$ cat src/hw/rtl/vrr_pkg.sv
// Shared types, codes and helpers of the variable record ring log.
package vrr_pkg;

  localparam int unsigned BufferBytesDef = 240;
  localparam int unsigned HeaderBytes    = 12;
  localparam int unsigned MaxResults     = 64;
  localparam int unsigned WordsW         = 7;
  localparam int unsigned CountW         = 5;
  localparam int unsigned PadLenW        = 10;
  localparam int unsigned LenRdW         = 16;

  typedef enum logic [1:0] {
    REQ_BEGIN = 2'd0,
    REQ_DATA  = 2'd1,
    REQ_READ  = 2'd2,
    REQ_NONE  = 2'd3
  } req_e;

  typedef enum logic [1:0] {
    ST_OK   = 2'd0,
    ST_REJ  = 2'd1,
    ST_READ = 2'd2
  } status_e;

  typedef enum logic [3:0] {
    S_IDLE,
    S_BEG_CHK,
    S_LEN0,
    S_LEN1,
    S_LEN2,
    S_BEG_WR,
    S_RD_SKIP,
    S_RD_B,
    S_RD_C,
    S_RD_OUT,
    S_RESP
  } state_e;

  // Padded record length: header plus payload rounded up to whole headers.
  // The division by twelve is a multiply by 683 / 2^13, exact for sizes up to 255.
  function automatic logic [PadLenW-1:0] pad_len(input logic [7:0] size);
    logic [8:0]  s11;
    logic [18:0] prod;
    logic [5:0]  q;
    s11  = {1'b0, size} + 9'd11;
    prod = 19'(s11) * 19'd683;
    q    = prod[18:13];
    return PadLenW'(q) * PadLenW'(HeaderBytes) + PadLenW'(HeaderBytes);
  endfunction

endpackage

$ cat src/hw/rtl/variable_record_ring_log_unit.sv
// Top level of the variable record ring log: sequencer, state and result register.
//
//  channel | valid      | stall       | payload
//  --------+------------+-------------+-----------------------------------------------
//  input   | in_valid_i | in_stall_o  | req_type_i direction_i record_size_i
//          |            |             | data_byte_i last_seen_i
//  output  | out_valid_o| out_stall_i | status_o out_word_o word_valid_o last_word_o
//          |            |             | record_count_o sequence_res_o
//
// A begin evicts old records as needed and then writes its padded length; a read
// skips the records the reader already has and then gathers each result word;
// their pace is set by the single byte-wide store port and the one shared
// offset adder.
// Reset clears all control state; the store is not cleared and needs no sweep.
// Input is stalled whenever the sequencer is busy; a result waits in the output
// register and the sequencer stalls only when it must load another one.
module variable_record_ring_log_unit #(
  parameter int unsigned BufferBytes = vrr_pkg::BufferBytesDef
) (
  input  logic        clk_i,
  input  logic        rst_ni,
  input  logic        in_valid_i,
  output logic        in_stall_o,
  input  logic [1:0]  req_type_i,
  input  logic [31:0] direction_i,
  input  logic [7:0]  record_size_i,
  input  logic [7:0]  data_byte_i,
  input  logic [31:0] last_seen_i,
  output logic        out_valid_o,
  input  logic        out_stall_i,
  output logic [1:0]  status_o,
  output logic [31:0] out_word_o,
  output logic        word_valid_o,
  output logic        last_word_o,
  output logic [4:0]  record_count_o,
  output logic [31:0] sequence_res_o
);

  localparam int unsigned OffW = $clog2(BufferBytes);
  localparam int unsigned LenW = $clog2(BufferBytes + 1);
  localparam int unsigned CntW = $clog2(BufferBytes / vrr_pkg::HeaderBytes + 1);
  localparam int unsigned EW   = (LenW > vrr_pkg::PadLenW) ? LenW : vrr_pkg::PadLenW;
  localparam int unsigned WW   = vrr_pkg::WordsW;

  vrr_pkg::state_e state_q, state_d;

  logic [OffW-1:0]  oldest_q, oldest_d;
  logic [LenW-1:0]  used_q, used_d;
  logic [CntW-1:0]  held_q, held_d;
  logic [31:0]      tot_q, tot_d;
  logic [OffW-1:0]  wr_off_q, wr_off_d;
  logic [7:0]       pend_q, pend_d;
  logic [LenW-1:0]  plen_pend_q, plen_pend_d;
  logic [OffW-1:0]  a_q, a_d;
  logic [OffW-1:0]  pos_q, pos_d;
  logic [LenW-1:0]  i_q, i_d;
  logic [31:0]      dir_q, dir_d;
  logic [7:0]       size_q, size_d;
  logic [LenW-1:0]  plen_q, plen_d;
  logic [7:0]       lo_q, lo_d;
  logic [CntW-1:0]  skip_q, skip_d;
  logic [CntW-1:0]  cnt_q, cnt_d;
  logic [LenW-1:0]  skipped_q, skipped_d;
  logic [WW-1:0]    words_q, words_d;
  logic [1:0]       bi_q, bi_d;
  logic [31:0]      word_q, word_d;
  logic             evict_q, evict_d;
  vrr_pkg::status_e resp_st_q, resp_st_d;

  logic             out_valid_q, out_valid_d;
  logic [1:0]       status_q, status_d;
  logic [31:0]      out_word_q, out_word_d;
  logic             word_valid_q, word_valid_d;
  logic             last_word_q, last_word_d;
  logic [4:0]       count_q, count_d;
  logic [31:0]      seq_q, seq_d;

  logic [OffW-1:0]  add_x, add_s;
  logic [LenW-1:0]  add_y;
  logic             ram_we;
  logic [OffW-1:0]  ram_addr;
  logic [7:0]       ram_wdata, ram_rdata;

  logic             in_xfer, out_free;
  logic [vrr_pkg::PadLenW-1:0] plen_in;
  logic             size_bad;
  logic [31:0]      diff;
  logic             out_range;
  logic [vrr_pkg::LenRdW-1:0] len_raw;
  logic [LenW-1:0]  len_use;
  logic             need_evict;
  logic [LenW-1:0]  bytes_left;
  logic [LenW-1:0]  words_raw;
  logic [WW-1:0]    wcalc;
  logic [95:0]      hdr;
  logic [7:0]       wr_byte;
  vrr_pkg::req_e    req;

  vrr_wrap_add #(.BufferBytes(BufferBytes)) u_add (
    .x_i (add_x),
    .y_i (add_y),
    .s_o (add_s)
  );

  vrr_ram #(.Width(8), .Depth(BufferBytes)) u_store (
    .clk_i   (clk_i),
    .we_i    (ram_we),
    .addr_i  (ram_addr),
    .wdata_i (ram_wdata),
    .rdata_o (ram_rdata)
  );

  assign in_stall_o = (state_q != vrr_pkg::S_IDLE);
  assign in_xfer    = in_valid_i && !in_stall_o;
  assign out_free   = !out_valid_q || !out_stall_i;
  assign req        = vrr_pkg::req_e'(req_type_i);

  // Decode the request and the values the sequencer branches on
  always_comb begin
    plen_in    = vrr_pkg::pad_len(record_size_i);
    size_bad   = (record_size_i == 8'd0) || (EW'(plen_in) > EW'(BufferBytes));
    diff       = tot_q - last_seen_i;
    out_range  = (diff > 32'(held_q)) || (last_seen_i == 32'd0) || (tot_q == 32'd0) ||
                 (tot_q < last_seen_i);
    len_raw    = {ram_rdata, lo_q};
    len_use    = ((len_raw == '0) || (len_raw > vrr_pkg::LenRdW'(used_q))) ?
                 used_q : len_raw[LenW-1:0];
    need_evict = ((LenW'(BufferBytes) - used_q) < plen_q) && (held_q != '0);
    bytes_left = used_q - skipped_q;
    words_raw  = bytes_left >> 2;
    wcalc      = (32'(words_raw) > 32'(vrr_pkg::MaxResults)) ?
                 WW'(vrr_pkg::MaxResults) : WW'(words_raw);
    hdr        = {32'(plen_q), 24'd0, size_q, dir_q};
    wr_byte    = (i_q < LenW'(vrr_pkg::HeaderBytes)) ? hdr[{i_q[3:0], 3'b000} +: 8] : 8'd0;
  end

  // Next state
  always_comb begin
    state_d = state_q;
    unique case (state_q)
      vrr_pkg::S_IDLE: begin
        if (in_xfer) begin
          unique case (req)
            vrr_pkg::REQ_BEGIN: state_d = size_bad ? vrr_pkg::S_RESP : vrr_pkg::S_BEG_CHK;
            vrr_pkg::REQ_DATA:  state_d = vrr_pkg::S_RESP;
            vrr_pkg::REQ_READ:  state_d = vrr_pkg::S_RD_SKIP;
            default:            state_d = vrr_pkg::S_IDLE;
          endcase
        end
      end
      vrr_pkg::S_BEG_CHK: state_d = need_evict ? vrr_pkg::S_LEN0 : vrr_pkg::S_BEG_WR;
      vrr_pkg::S_LEN0:    state_d = vrr_pkg::S_LEN1;
      vrr_pkg::S_LEN1:    state_d = vrr_pkg::S_LEN2;
      vrr_pkg::S_LEN2:    state_d = evict_q ? vrr_pkg::S_BEG_CHK : vrr_pkg::S_RD_SKIP;
      vrr_pkg::S_BEG_WR: begin
        if (i_q == plen_q - LenW'(1)) begin
          state_d = vrr_pkg::S_RESP;
        end
      end
      vrr_pkg::S_RD_SKIP: begin
        if (skip_q != '0) begin
          state_d = vrr_pkg::S_LEN0;
        end else begin
          state_d = (wcalc == '0) ? vrr_pkg::S_RESP : vrr_pkg::S_RD_B;
        end
      end
      vrr_pkg::S_RD_B: state_d = vrr_pkg::S_RD_C;
      vrr_pkg::S_RD_C: state_d = (bi_q == 2'd3) ? vrr_pkg::S_RD_OUT : vrr_pkg::S_RD_B;
      vrr_pkg::S_RD_OUT: begin
        if (out_free) begin
          state_d = (words_q == WW'(1)) ? vrr_pkg::S_IDLE : vrr_pkg::S_RD_B;
        end
      end
      vrr_pkg::S_RESP: begin
        if (out_free) begin
          state_d = vrr_pkg::S_IDLE;
        end
      end
      default: state_d = vrr_pkg::S_IDLE;
    endcase
  end

  // Datapath, store port, shared adder and result register per state
  always_comb begin
    oldest_d     = oldest_q;
    used_d       = used_q;
    held_d       = held_q;
    tot_d        = tot_q;
    wr_off_d     = wr_off_q;
    pend_d       = pend_q;
    plen_pend_d  = plen_pend_q;
    a_d          = a_q;
    pos_d        = pos_q;
    i_d          = i_q;
    dir_d        = dir_q;
    size_d       = size_q;
    plen_d       = plen_q;
    lo_d         = lo_q;
    skip_d       = skip_q;
    cnt_d        = cnt_q;
    skipped_d    = skipped_q;
    words_d      = words_q;
    bi_d         = bi_q;
    word_d       = word_q;
    evict_d      = evict_q;
    resp_st_d    = resp_st_q;
    add_x        = a_q;
    add_y        = LenW'(1);
    ram_we       = 1'b0;
    ram_addr     = a_q;
    ram_wdata    = wr_byte;
    out_valid_d  = out_valid_q && out_stall_i;
    status_d     = status_q;
    out_word_d   = out_word_q;
    word_valid_d = word_valid_q;
    last_word_d  = last_word_q;
    count_d      = count_q;
    seq_d        = seq_q;

    unique case (state_q)
      vrr_pkg::S_IDLE: begin
        if (in_xfer) begin
          unique case (req)
            vrr_pkg::REQ_BEGIN: begin
              resp_st_d = vrr_pkg::ST_REJ;
              dir_d     = direction_i;
              size_d    = record_size_i;
              plen_d    = LenW'(plen_in);
            end
            vrr_pkg::REQ_DATA: begin
              if (pend_q == 8'd0) begin
                resp_st_d = vrr_pkg::ST_REJ;
              end else begin
                resp_st_d = vrr_pkg::ST_OK;
                ram_we    = 1'b1;
                ram_addr  = wr_off_q;
                ram_wdata = data_byte_i;
                add_x     = wr_off_q;
                wr_off_d  = add_s;
                pend_d    = pend_q - 8'd1;
                // Commit on the last payload byte
                if (pend_q == 8'd1) begin
                  used_d = used_q + plen_pend_q;
                  held_d = held_q + CntW'(1);
                  tot_d  = tot_q + 32'd1;
                end
              end
            end
            vrr_pkg::REQ_READ: begin
              resp_st_d = vrr_pkg::ST_READ;
              pos_d     = oldest_q;
              skipped_d = '0;
              if (out_range) begin
                skip_d = '0;
                cnt_d  = held_q;
              end else begin
                cnt_d  = diff[CntW-1:0];
                skip_d = held_q - diff[CntW-1:0];
              end
            end
            default: begin
            end
          endcase
        end
      end
      vrr_pkg::S_BEG_CHK: begin
        add_x = oldest_q;
        if (need_evict) begin
          add_y   = LenW'(8);
          a_d     = add_s;
          evict_d = 1'b1;
        end else begin
          add_y = (held_q == '0) ? '0 : used_q;
          a_d   = add_s;
          i_d   = '0;
          if (held_q == '0) begin
            used_d = '0;
          end
        end
      end
      vrr_pkg::S_LEN0: begin
        a_d = add_s;
      end
      vrr_pkg::S_LEN1: begin
        lo_d = ram_rdata;
      end
      vrr_pkg::S_LEN2: begin
        if (evict_q) begin
          // Drop the oldest record
          add_x    = oldest_q;
          add_y    = len_use;
          oldest_d = add_s;
          used_d   = used_q - len_use;
          held_d   = held_q - CntW'(1);
        end else begin
          // Step over a record the reader already has
          add_x     = pos_q;
          add_y     = len_use;
          pos_d     = add_s;
          skipped_d = skipped_q + len_use;
          skip_d    = skip_q - CntW'(1);
        end
      end
      vrr_pkg::S_BEG_WR: begin
        ram_we = 1'b1;
        a_d    = add_s;
        i_d    = i_q + LenW'(1);
        if (i_q == LenW'(vrr_pkg::HeaderBytes - 1)) begin
          wr_off_d = add_s;
        end
        if (i_q == plen_q - LenW'(1)) begin
          pend_d      = size_q;
          plen_pend_d = plen_q;
          resp_st_d   = vrr_pkg::ST_OK;
        end
      end
      vrr_pkg::S_RD_SKIP: begin
        if (skip_q != '0) begin
          add_x   = pos_q;
          add_y   = LenW'(8);
          a_d     = add_s;
          evict_d = 1'b0;
        end else begin
          a_d     = pos_q;
          bi_d    = 2'd0;
          words_d = wcalc;
        end
      end
      vrr_pkg::S_RD_B: begin
        a_d = add_s;
      end
      vrr_pkg::S_RD_C: begin
        word_d[{bi_q, 3'b000} +: 8] = ram_rdata;
        bi_d = bi_q + 2'd1;
      end
      vrr_pkg::S_RD_OUT: begin
        if (out_free) begin
          out_valid_d  = 1'b1;
          status_d     = vrr_pkg::ST_READ;
          out_word_d   = word_q;
          word_valid_d = 1'b1;
          words_d      = words_q - WW'(1);
          if (words_q == WW'(1)) begin
            last_word_d = 1'b1;
            count_d     = vrr_pkg::CountW'(cnt_q);
            seq_d       = tot_q;
          end else begin
            last_word_d = 1'b0;
            count_d     = '0;
            seq_d       = '0;
          end
        end
      end
      vrr_pkg::S_RESP: begin
        if (out_free) begin
          out_valid_d  = 1'b1;
          status_d     = resp_st_q;
          out_word_d   = '0;
          word_valid_d = 1'b0;
          last_word_d  = 1'b1;
          count_d      = '0;
          seq_d        = tot_q;
        end
      end
      default: begin
      end
    endcase
  end

  // Control state
  always_ff @(posedge clk_i or negedge rst_ni) begin
    if (!rst_ni) begin
      state_q     <= vrr_pkg::S_IDLE;
      oldest_q    <= '0;
      used_q      <= '0;
      held_q      <= '0;
      tot_q       <= '0;
      wr_off_q    <= '0;
      pend_q      <= '0;
      plen_pend_q <= '0;
      out_valid_q <= 1'b0;
    end else begin
      state_q     <= state_d;
      oldest_q    <= oldest_d;
      used_q      <= used_d;
      held_q      <= held_d;
      tot_q       <= tot_d;
      wr_off_q    <= wr_off_d;
      pend_q      <= pend_d;
      plen_pend_q <= plen_pend_d;
      out_valid_q <= out_valid_d;
    end
  end

  // Working and result payload
  always_ff @(posedge clk_i) begin
    a_q          <= a_d;
    pos_q        <= pos_d;
    i_q          <= i_d;
    dir_q        <= dir_d;
    size_q       <= size_d;
    plen_q       <= plen_d;
    lo_q         <= lo_d;
    skip_q       <= skip_d;
    cnt_q        <= cnt_d;
    skipped_q    <= skipped_d;
    words_q      <= words_d;
    bi_q         <= bi_d;
    word_q       <= word_d;
    evict_q      <= evict_d;
    resp_st_q    <= resp_st_d;
    status_q     <= status_d;
    out_word_q   <= out_word_d;
    word_valid_q <= word_valid_d;
    last_word_q  <= last_word_d;
    count_q      <= count_d;
    seq_q        <= seq_d;
  end

  assign out_valid_o    = out_valid_q;
  assign status_o       = status_q;
  assign out_word_o     = out_word_q;
  assign word_valid_o   = word_valid_q;
  assign last_word_o    = last_word_q;
  assign record_count_o = count_q;
  assign sequence_res_o = seq_q;

  a_used_bound: assert property (@(posedge clk_i) disable iff (!rst_ni)
    used_q <= LenW'(BufferBytes))
    else $error("ring occupancy exceeds buffer size");

  a_empty_ring: assert property (@(posedge clk_i) disable iff (!rst_ni)
    (held_q == '0) |-> (used_q == '0))
    else $error("empty ring still claims bytes");

  a_mid_word: assert property (@(posedge clk_i) disable iff (!rst_ni)
    (out_valid_o && !last_word_o) |-> (word_valid_o && (status_o == vrr_pkg::ST_READ)))
    else $error("non-final result that is not read data");

  a_pend_len: assert property (@(posedge clk_i) disable iff (!rst_ni)
    (pend_q != 8'd0) |-> (plen_pend_q != '0))
    else $error("pending record without length");

endmodule

$ cat src/hw/rtl/vrr_ram.sv
// Generic single-port RAM with registered read data.
module vrr_ram #(
  parameter int unsigned Width = 8,
  parameter int unsigned Depth = 240
) (
  input  logic                     clk_i,
  input  logic                     we_i,
  input  logic [$clog2(Depth)-1:0] addr_i,
  input  logic [Width-1:0]         wdata_i,
  output logic [Width-1:0]         rdata_o
);

  logic [Width-1:0] mem_q [Depth];

  // Write and read one entry per cycle
  always_ff @(posedge clk_i) begin
    if (we_i) begin
      mem_q[addr_i] <= wdata_i;
    end
    rdata_o <= mem_q[addr_i];
  end

endmodule

$ cat src/hw/rtl/vrr_wrap_add.sv
// Shared ring offset adder: (x + y) modulo the buffer size.
module vrr_wrap_add #(
  parameter int unsigned BufferBytes = vrr_pkg::BufferBytesDef
) (
  input  logic [$clog2(BufferBytes)-1:0]   x_i,
  input  logic [$clog2(BufferBytes+1)-1:0] y_i,
  output logic [$clog2(BufferBytes)-1:0]   s_o
);

  localparam int unsigned OffW = $clog2(BufferBytes);
  localparam int unsigned LenW = $clog2(BufferBytes + 1);
  localparam int unsigned SumW = LenW + 1;

  logic [SumW-1:0] sum;
  logic [SumW-1:0] red;

  // Add, then fold back once; both operands stay within one buffer length
  always_comb begin
    sum = SumW'(x_i) + SumW'(y_i);
    red = (sum >= SumW'(BufferBytes)) ? sum - SumW'(BufferBytes) : sum;
    s_o = red[OffW-1:0];
  end

endmodule
$ cat config.mk
export PLATFORM = sky130hd
export DESIGN_NAME = variable_record_ring_log_unit
export DESIGN_NICKNAME = d
export VERILOG_FILES = /design/src/hw/rtl/vrr_pkg.sv /design/src/hw/rtl/variable_record_ring_log_unit.sv /design/src/hw/rtl/vrr_ram.sv /design/src/hw/rtl/vrr_wrap_add.sv
export SDC_FILE = /design/constraint.sdc
export NUM_CORES = 2
export LEC_CHECK = 0
export ABC_AREA = 1
export BUFFER_PORTS_ARGS = -buffer_cell sky130_fd_sc_hd__buf_2
export CORE_UTILIZATION = 48
export DETAILED_ROUTE_END_ITERATION = 7
export PLACE_DENSITY = 0.66
export SLEW_MARGIN = 15
export SYNTH_ARGS = -nofsm -noshare
export SYNTH_HDL_FRONTEND = slang
export SYNTH_SLANG_ARGS = --single-unit
$ cat constraint.sdc
create_clock -name clk_i -period 16.8 [get_ports clk_i]
set_clock_uncertainty 0.2 [all_clocks]
set_input_delay 5.04 -clock clk_i [delete_from_list [all_inputs] [get_ports clk_i]]
set_output_delay 5.04 -clock clk_i [all_outputs]
set_load 0.01 [all_outputs]
---- Yosys cells after proc, flatten, opt, wreduce, memory -nomap -nowiden ----
Memories as Yosys holds them, arrays and structs flattened. A register that Yosys moved wholly into a read port is not among the register bits.
Index checks and enable logic that the tools add are counted.
Widths: inputs -> output; s select.
operators by class
  bitwise gates (word level) .............. 1
  order comparisons ....................... 8
  reduce and logical (&&, ||, !) cells .... 52
  add/subtract/negate cells ............... 21
  equal/unequal tests ..................... 33
  multipliers ............................. 2
  shifts and indexed selects .............. 3
  mux-type cells .......................... 115
operators with widths
  cell                    count
  $mux 8                  37
  $mux 32                 5
  $pmux 32 s2             2
  $pmux 8 s2              6
  $shiftx 96x8->8         1
  $mux 5                  13
  $logic_not 32->1        2
  $pmux 8 s3              2
  $pmux 4 s11             1
  $mux 4                  9
  $add 32x1->32 const B   1
  $bwmux 32               1
  $gt 32x5->1             1
  $lt 32x32->1            1
  $pmux 8 s4              1
  $shift 8x7->32 const A  1
  $shiftx 8x7->32         1
  $sub 32x32->32          1
  $pmux 5 s2              3
  $ne 2x2->1 const B      13
  $mux 7                  3
  $mul 9x10->19 const B   1
  $add 8x8->8             2
  $eq 4x3->1 const B      4
  other kinds (62)        123
word-level totals
  RAM bits ................................ 1920
  memories kept ........................... 1
  word-level logic and storage cells ...... 266
  input bits .............................. 86
  register bits after elaboration ......... 297
memories
  memory         words  width  read ports  clocked after memory_dff  wr ports  RTL line       source
  u_store.mem_q  240    8      1           1                         1         vrr_ram.sv:13  logic [Width-1:0] mem_q [Depth];

---- Logic depth before layout (Yosys ltp) ----
  depth in word-level cells ............... 12
  depth in mapped cells ................... 44

---- Modules after synthesis ----
A second synthesis with hierarchy kept.
second synthesis, totals
  cell total of the unflattened synthesis .. 9988
  area, all modules ....................... 100004.7 µm²
modules (own cells, without submodules)
  module                         times used  cells an instance  area an instance (µm²)
  vrr_ram                        1           7280               78823.1
  variable_record_ring_log_unit  1           2615               20633.5
  vrr_wrap_add                   1           93                 548.0

---- Least setup slack after synthesis ----
No wires, ideal clock.
  path type ............................... in2reg
  start point ............................. in req_type_i[1]
  end point ............................... mem u_store.mem_q[0][0], data pin
  path slack .............................. -5.441 ns
  arrival ................................. 19.251 ns
  setup time .............................. 2.790 ns
  data required time ...................... 13.810 ns
  path buffers ............................ 1
  stages .................................. 8
  path through ............................ inv_1 -> ha_1 -> buf_2 -> inv_1 -> nor2_1 -> nand2_4 -> clkinv_1 -> o41ai_1
on the way
  cells in the longest elaborated chain, start to end .. 4
ends and longest elaborated chain
  what              RTL line                              source
  start, declared   variable_record_ring_log_unit.sv:24   input logic [1:0] req_type_i,
  $eq 2x1->1        variable_record_ring_log_unit.sv:223  unique case (req)
  $mux 8            variable_record_ring_log_unit.sv:223
  $mux 8            variable_record_ring_log_unit.sv:222  if (in_xfer) begin
  $mux 8            variable_record_ring_log_unit.sv:220  unique case (state_q)
  via ram_wdata[0]  variable_record_ring_log_unit.sv:82   logic [7:0] ram_wdata, ram_rdata;
  end, declared     vrr_ram.sv:13
The timed path passes the listed nets, and every way through them passes these cells.

---- Worst setup path after layout ----
  start point ............................. in record_size_i[0]
  end point ............................... reg state_q[3]
on the way
  cells in the longest elaborated chain, start to end .. 10
  elaborated cells between the ends (all ways) .. 11
  classes of those cells .................. add/sub: 2; mul: 2; order compare: 1; mux: 4; reduce/logical: 2
ends and longest elaborated chain
  what                  RTL line                              source
  start, declared       variable_record_ring_log_unit.sv:26   input logic [7:0] record_size_i,
  $add 8x4->9           vrr_pkg.sv:45                         s11 = {1'b0, size} + 9'd11;
  $mul 9x10->19         vrr_pkg.sv:46                         prod = 19'(s11) * 19'd683;
  $mul 6x2->8           vrr_pkg.sv:48                         return PadLenW'(q) * PadLenW'(HeaderBytes) + PadLenW'(HeaderBytes);
  $add 10x4->10         vrr_pkg.sv:48
  $gt 10x8->1           variable_record_ring_log_unit.sv:121  size_bad = (record_size_i == 8'd0) || (EW'(plen_in) > EW'(BufferBytes));
  $logic_or 1x1->1 (*)  variable_record_ring_log_unit.sv:121
  $mux 4 (*)            variable_record_ring_log_unit.sv:144  vrr_pkg::REQ_BEGIN: state_d = size_bad ? vrr_pkg::S_RESP : vrr_pkg::S_BEG_CHK;
  $pmux 4 s3 (*)        variable_record_ring_log_unit.sv:143  unique case (req)
  $mux 4 (*)            variable_record_ring_log_unit.sv:142  if (in_xfer) begin
  $pmux 4 s11 (*)       variable_record_ring_log_unit.sv:140  unique case (state_q)
  end signal, assigned  variable_record_ring_log_unit.sv:373  state_q <= vrr_pkg::S_IDLE;
  end signal, assigned  variable_record_ring_log_unit.sv:383  state_q <= state_d;
  end, declared         variable_record_ring_log_unit.sv:45   vrr_pkg::state_e state_q, state_d;
Every way passes the cells marked *; elsewhere a longest branch is shown, timed or not. The select of a mux whose other input is x is not followed.
A chain may end at the register's enable or synchronous reset.

==> impl_metrics.env <==
export IMPL_outcome="finished, final reports clean"
export IMPL_pwr_share_comb_pct=39.0
export IMPL_synth_enable_flop_cells=2133
export IMPL_nets=9466
export IMPL_required_ns=17.32
export IMPL_synth_area_leader_cell="sky130_fd_sc_hd__edfxtp_1"
export IMPL_yosys_warnings=0
export IMPL_dp_hpwl_mm=161.2
export IMPL_via_count_of_the_first_global_routing_pass=64476
export IMPL_cts_buffer_depth=3
export IMPL_maximum_single_stage_delay_on_the_critical_path_ns=0.52
export IMPL_sequential_fraction_of_the_synthesis_area_pct=68.18
export IMPL_initial_core_util_pct=48.49
export IMPL_area_delta_synth_final_pct=10.98
export IMPL_crit_path_top_delay_cell="sky130_fd_sc_hd__fa_1"
export IMPL_input_output_buffers=160
export IMPL_critical_path_max_fanout=5
export IMPL_netlist_cell_type_count=60
export IMPL_antenna_violations_before_repair=8
export IMPL_post_route_cells_drive_above_1_share_pct=6.962
export IMPL_dieArea_sq_um=204100
export IMPL_clock_tree_from_tritoncts="yes"
export IMPL_tritoncts_num_sinks=2221
export IMPL_async_flop_share_pct=3.602
export IMPL_power_switching_share_pct=41.20
export IMPL_syn_avg_cell_area_sq_um=10.68
export IMPL_grt_max_degree=181
export IMPL_placementRows=164
export IMPL_critPathArrivalTime_ns=11.25
export IMPL_num_io_pins=161
export IMPL_p_seq_share_pct=34.8
export IMPL_final_setup_tns_ns=0
export IMPL_wire_per_inst_um=22.25
export IMPL_first_pass_grt_wire_length_mm=401.0
export IMPL_dieHeight_um=451.8
export IMPL_yosys_cell_count_top_type="sky130_fd_sc_hd__nand2_1"
export IMPL_netlist_area_sq_um=97110
export IMPL_cts_hold_buffers_added=0
export IMPL_cts_root_buffer_cell="sky130_fd_sc_hd__clkbuf_16"
export IMPL_p_leak_nw=42.19
export IMPL_synthFlopType="sky130_fd_sc_hd__edfxtp_1"
export IMPL_register_bit_count_reported_by_yosys=2221
export IMPL_placeableCoreArea_sq_um=200300
export IMPL_period_minus_slack_ns=10.74
export IMPL_syn_inst=9094
export IMPL_drt_first_pass_iters=6
export IMPL_final_seq_area_sq_um=66210
export IMPL_power_share_clock_pct=26.2
export IMPL_worst_setup_path_start_kind="input port"
export IMPL_vdd_ir_drop_worst_v=0.0001513
export IMPL_cts_repair_resized=0
export IMPL_detail_route_iter0_violations=7401
export IMPL_totalWireLength_mm=267.9
export IMPL_clk_latency_ns=0.88
export IMPL_rsz0062_at_grt="false"
export IMPL_endpoint_kind="flop"
export IMPL_post_cts_buffers=0
export IMPL_track_usage_pct=25.93
export IMPL_drc=0
export IMPL_maxCapViolations=0
export IMPL_multi_input_comb_area_sq_um=27450
export IMPL_max_slew_margin_rel_pct=27.26
export IMPL_synth_top_cells_by_count="3751 x sky130_fd_sc_hd__nand2_1, 2133 x sky130_fd_sc_hd__edfxtp_1, 702 x sky130_fd_sc_hd__nor2_1"
export IMPL_clock_pin_slew_on_the_worst_setup_and_hold_paths_ns=0.06
export IMPL_critical_path_class="in2reg"
export IMPL_ant_nets=0
export IMPL_share_of_the_synthesized_area_in_the_top_cell_type_pct=65.96
export IMPL_tot_pwr_w=0.01872
export IMPL_globalRouteOverflowTotal=0
export IMPL_slew_violations=0
export IMPL_dr_total_vias=67317
export IMPL_maxClockFrequency_ghz=0.09315
export IMPL_timing_hold_worst_class="reg2reg"
export IMPL_cts_inserted_buffers=217
export IMPL_switching_power_w=0.007714
export IMPL_timing_final_crit_share_pct=63.90
export IMPL_power_density_nw_per_um2=173.7
export IMPL_slew_of_the_pin_with_the_lowest_slew_margin_ns=1.091
export IMPL_timing_critical_path_mode_cell="sky130_fd_sc_hd__nand2_1"
export IMPL_final_hold_viol_count=0
export IMPL_ctsHtreeMaxLevel=4
export IMPL_layout_filler_cells=17054
export IMPL_avgViaCountPerCell=5.591
export IMPL_cell_internal_pwr_w=0.01101
export IMPL_synth_area_leaders="sky130_fd_sc_hd__edfxtp_1 66%, sky130_fd_sc_hd__nand2_1 14%, sky130_fd_sc_hd__nor2_1 2.7%, sky130_fd_sc_hd__dfrtp_1 2.1%, sky130_fd_sc_hd__ha_1 2.0%"
export IMPL_gp_congestion=0.9060
export IMPL_setup_violations=0
export IMPL_die_w_um=451.8
[kinds of logic (layout without fill, tap and decap cells)]
logic type	Yosys count	count (layout)	share of synthesized area, %
DFF	2221	2221	68.18
xor gates and xnor gates	90	90	0.8117
other	1	9	0.003862
adders and majority gates	186	186	2.613
AOI/OAI and AO/OA	646	646	3.746
and+or+nand+nor	5070	5070	20.91
buffers and inverters	880	1163	3.727
[worst max-delay path: cells and delay by family]
family	cells	cell delay [ns]
xor gates and xnor gates	1	0.46
and+or+nand+nor	23	2.18
adders and majority gates	7	2.86
AOI/OAI and AO/OA	2	0.40
buffers and inverters	5	0.32
[final timing paths]
check / startpoint / to / slack (ns) / cells after the start
hold / removal: wr_off_q[4]$_DFFE_PN0P_ / wr_off_q[4]$_DFFE_PN0P_ / 0.29 / 2
hold reg to reg: wr_off_q[4]$_DFFE_PN0P_ / wr_off_q[4]$_DFFE_PN0P_ / 0.29 / 2
max in group asynchronous: rst_ni / out_valid_o$_DFF_PN0_ / 11.29 / 2
setup reg to reg: used_q[7]$_DFFE_PN0P_ / a_q[6]$_DFFE_PP_ / 10.37 / 30
setup / recovery: record_size_i[0] / state_q[3]$_DFFE_PN0P_ / 6.06 / 38
min in group asynchronous: rst_ni / tot_q[13]$_DFFE_PN0P_ / 3.88 / 1
[power by group through the flow]
stage,registers [W],clock network [W],logic [W]
after detailed placement,0.00662,0,0.00718
after floorplan,0.00664,0,0.00477
after global routing,0.00652,0.00515,0.00802
after global placement,0.00662,0,0.00712
after CTS,0.00651,0.00495,0.00722
final,0.00651,0.00490,0.00731
[metrics by stage]
| step | hold WS, ns | std cells | worst slack (ns) | utilization, % | area [sq um] |
|---|---|---|---|---|---|
| 2_1_floorplan | 0.2305 | 9096 | -5.441 | - | 97120 |
| 3_3_place_gp | 0.2585 | 11630 | 5.065 | 50.20 | 100500 |
| 3_5_place_dp | 0.2721 | 11631 | 5.198 | 50.21 | 100600 |
| 4_1_cts | 0.2876 | 12035 | 6.077 | 53.80 | 107800 |
| 5_1_grt | 0.3233 | 12035 | 5.302 | 53.80 | 107800 |
| 6_report | 0.2892 | 12041 | 6.064 | 53.81 | 107800 |
[placed cells by master, fill, tap and decap left out, types with 92 or more instances in the layout]
cell	instances
sky130_fd_sc_hd__nand2_1	3750
sky130_fd_sc_hd__edfxtp_1	2133
sky130_fd_sc_hd__buf_2	159
sky130_fd_sc_hd__nand4_1	197
sky130_fd_sc_hd__a21oi_1	184
sky130_fd_sc_hd__ha_1	158
sky130_fd_sc_hd__buf_4	92
sky130_fd_sc_hd__nand3_1	274
sky130_fd_sc_hd__o21ai_0	247
sky130_fd_sc_hd__inv_1	480
sky130_fd_sc_hd__nor2_1	700
sky130_fd_sc_hd__clkbuf_16	217
[registers in the layout, indices dropped and copies added (netlist names), 32 cells and up]
name            cells
dir_q              32
out_word_o         32
sequence_res_o     32
tot_q              32
u_store.mem_q    1920
word_q             32
[area by class of cell]
class | instances | share of cell area [%]
sequential | 2221 | 61.44
tap | 2656 | 3.084
clock inverter | 136 | 1.376
inverter | 498 | 1.744
clock buffer | 268 | 5.309
timing repair buffer | 261 | 1.565
antenna | 6 | 0.01393
multi-input combinational | 5995 | 25.47
[per-layer routing]
metal	global-route usage (%)	wire, um
met5	0	36
met4	8.967	9369
met3	4.313	23100
met2	42.63	126900
met1	34.93	108500
Note: power is estimated with default switching activity, not from simulation.
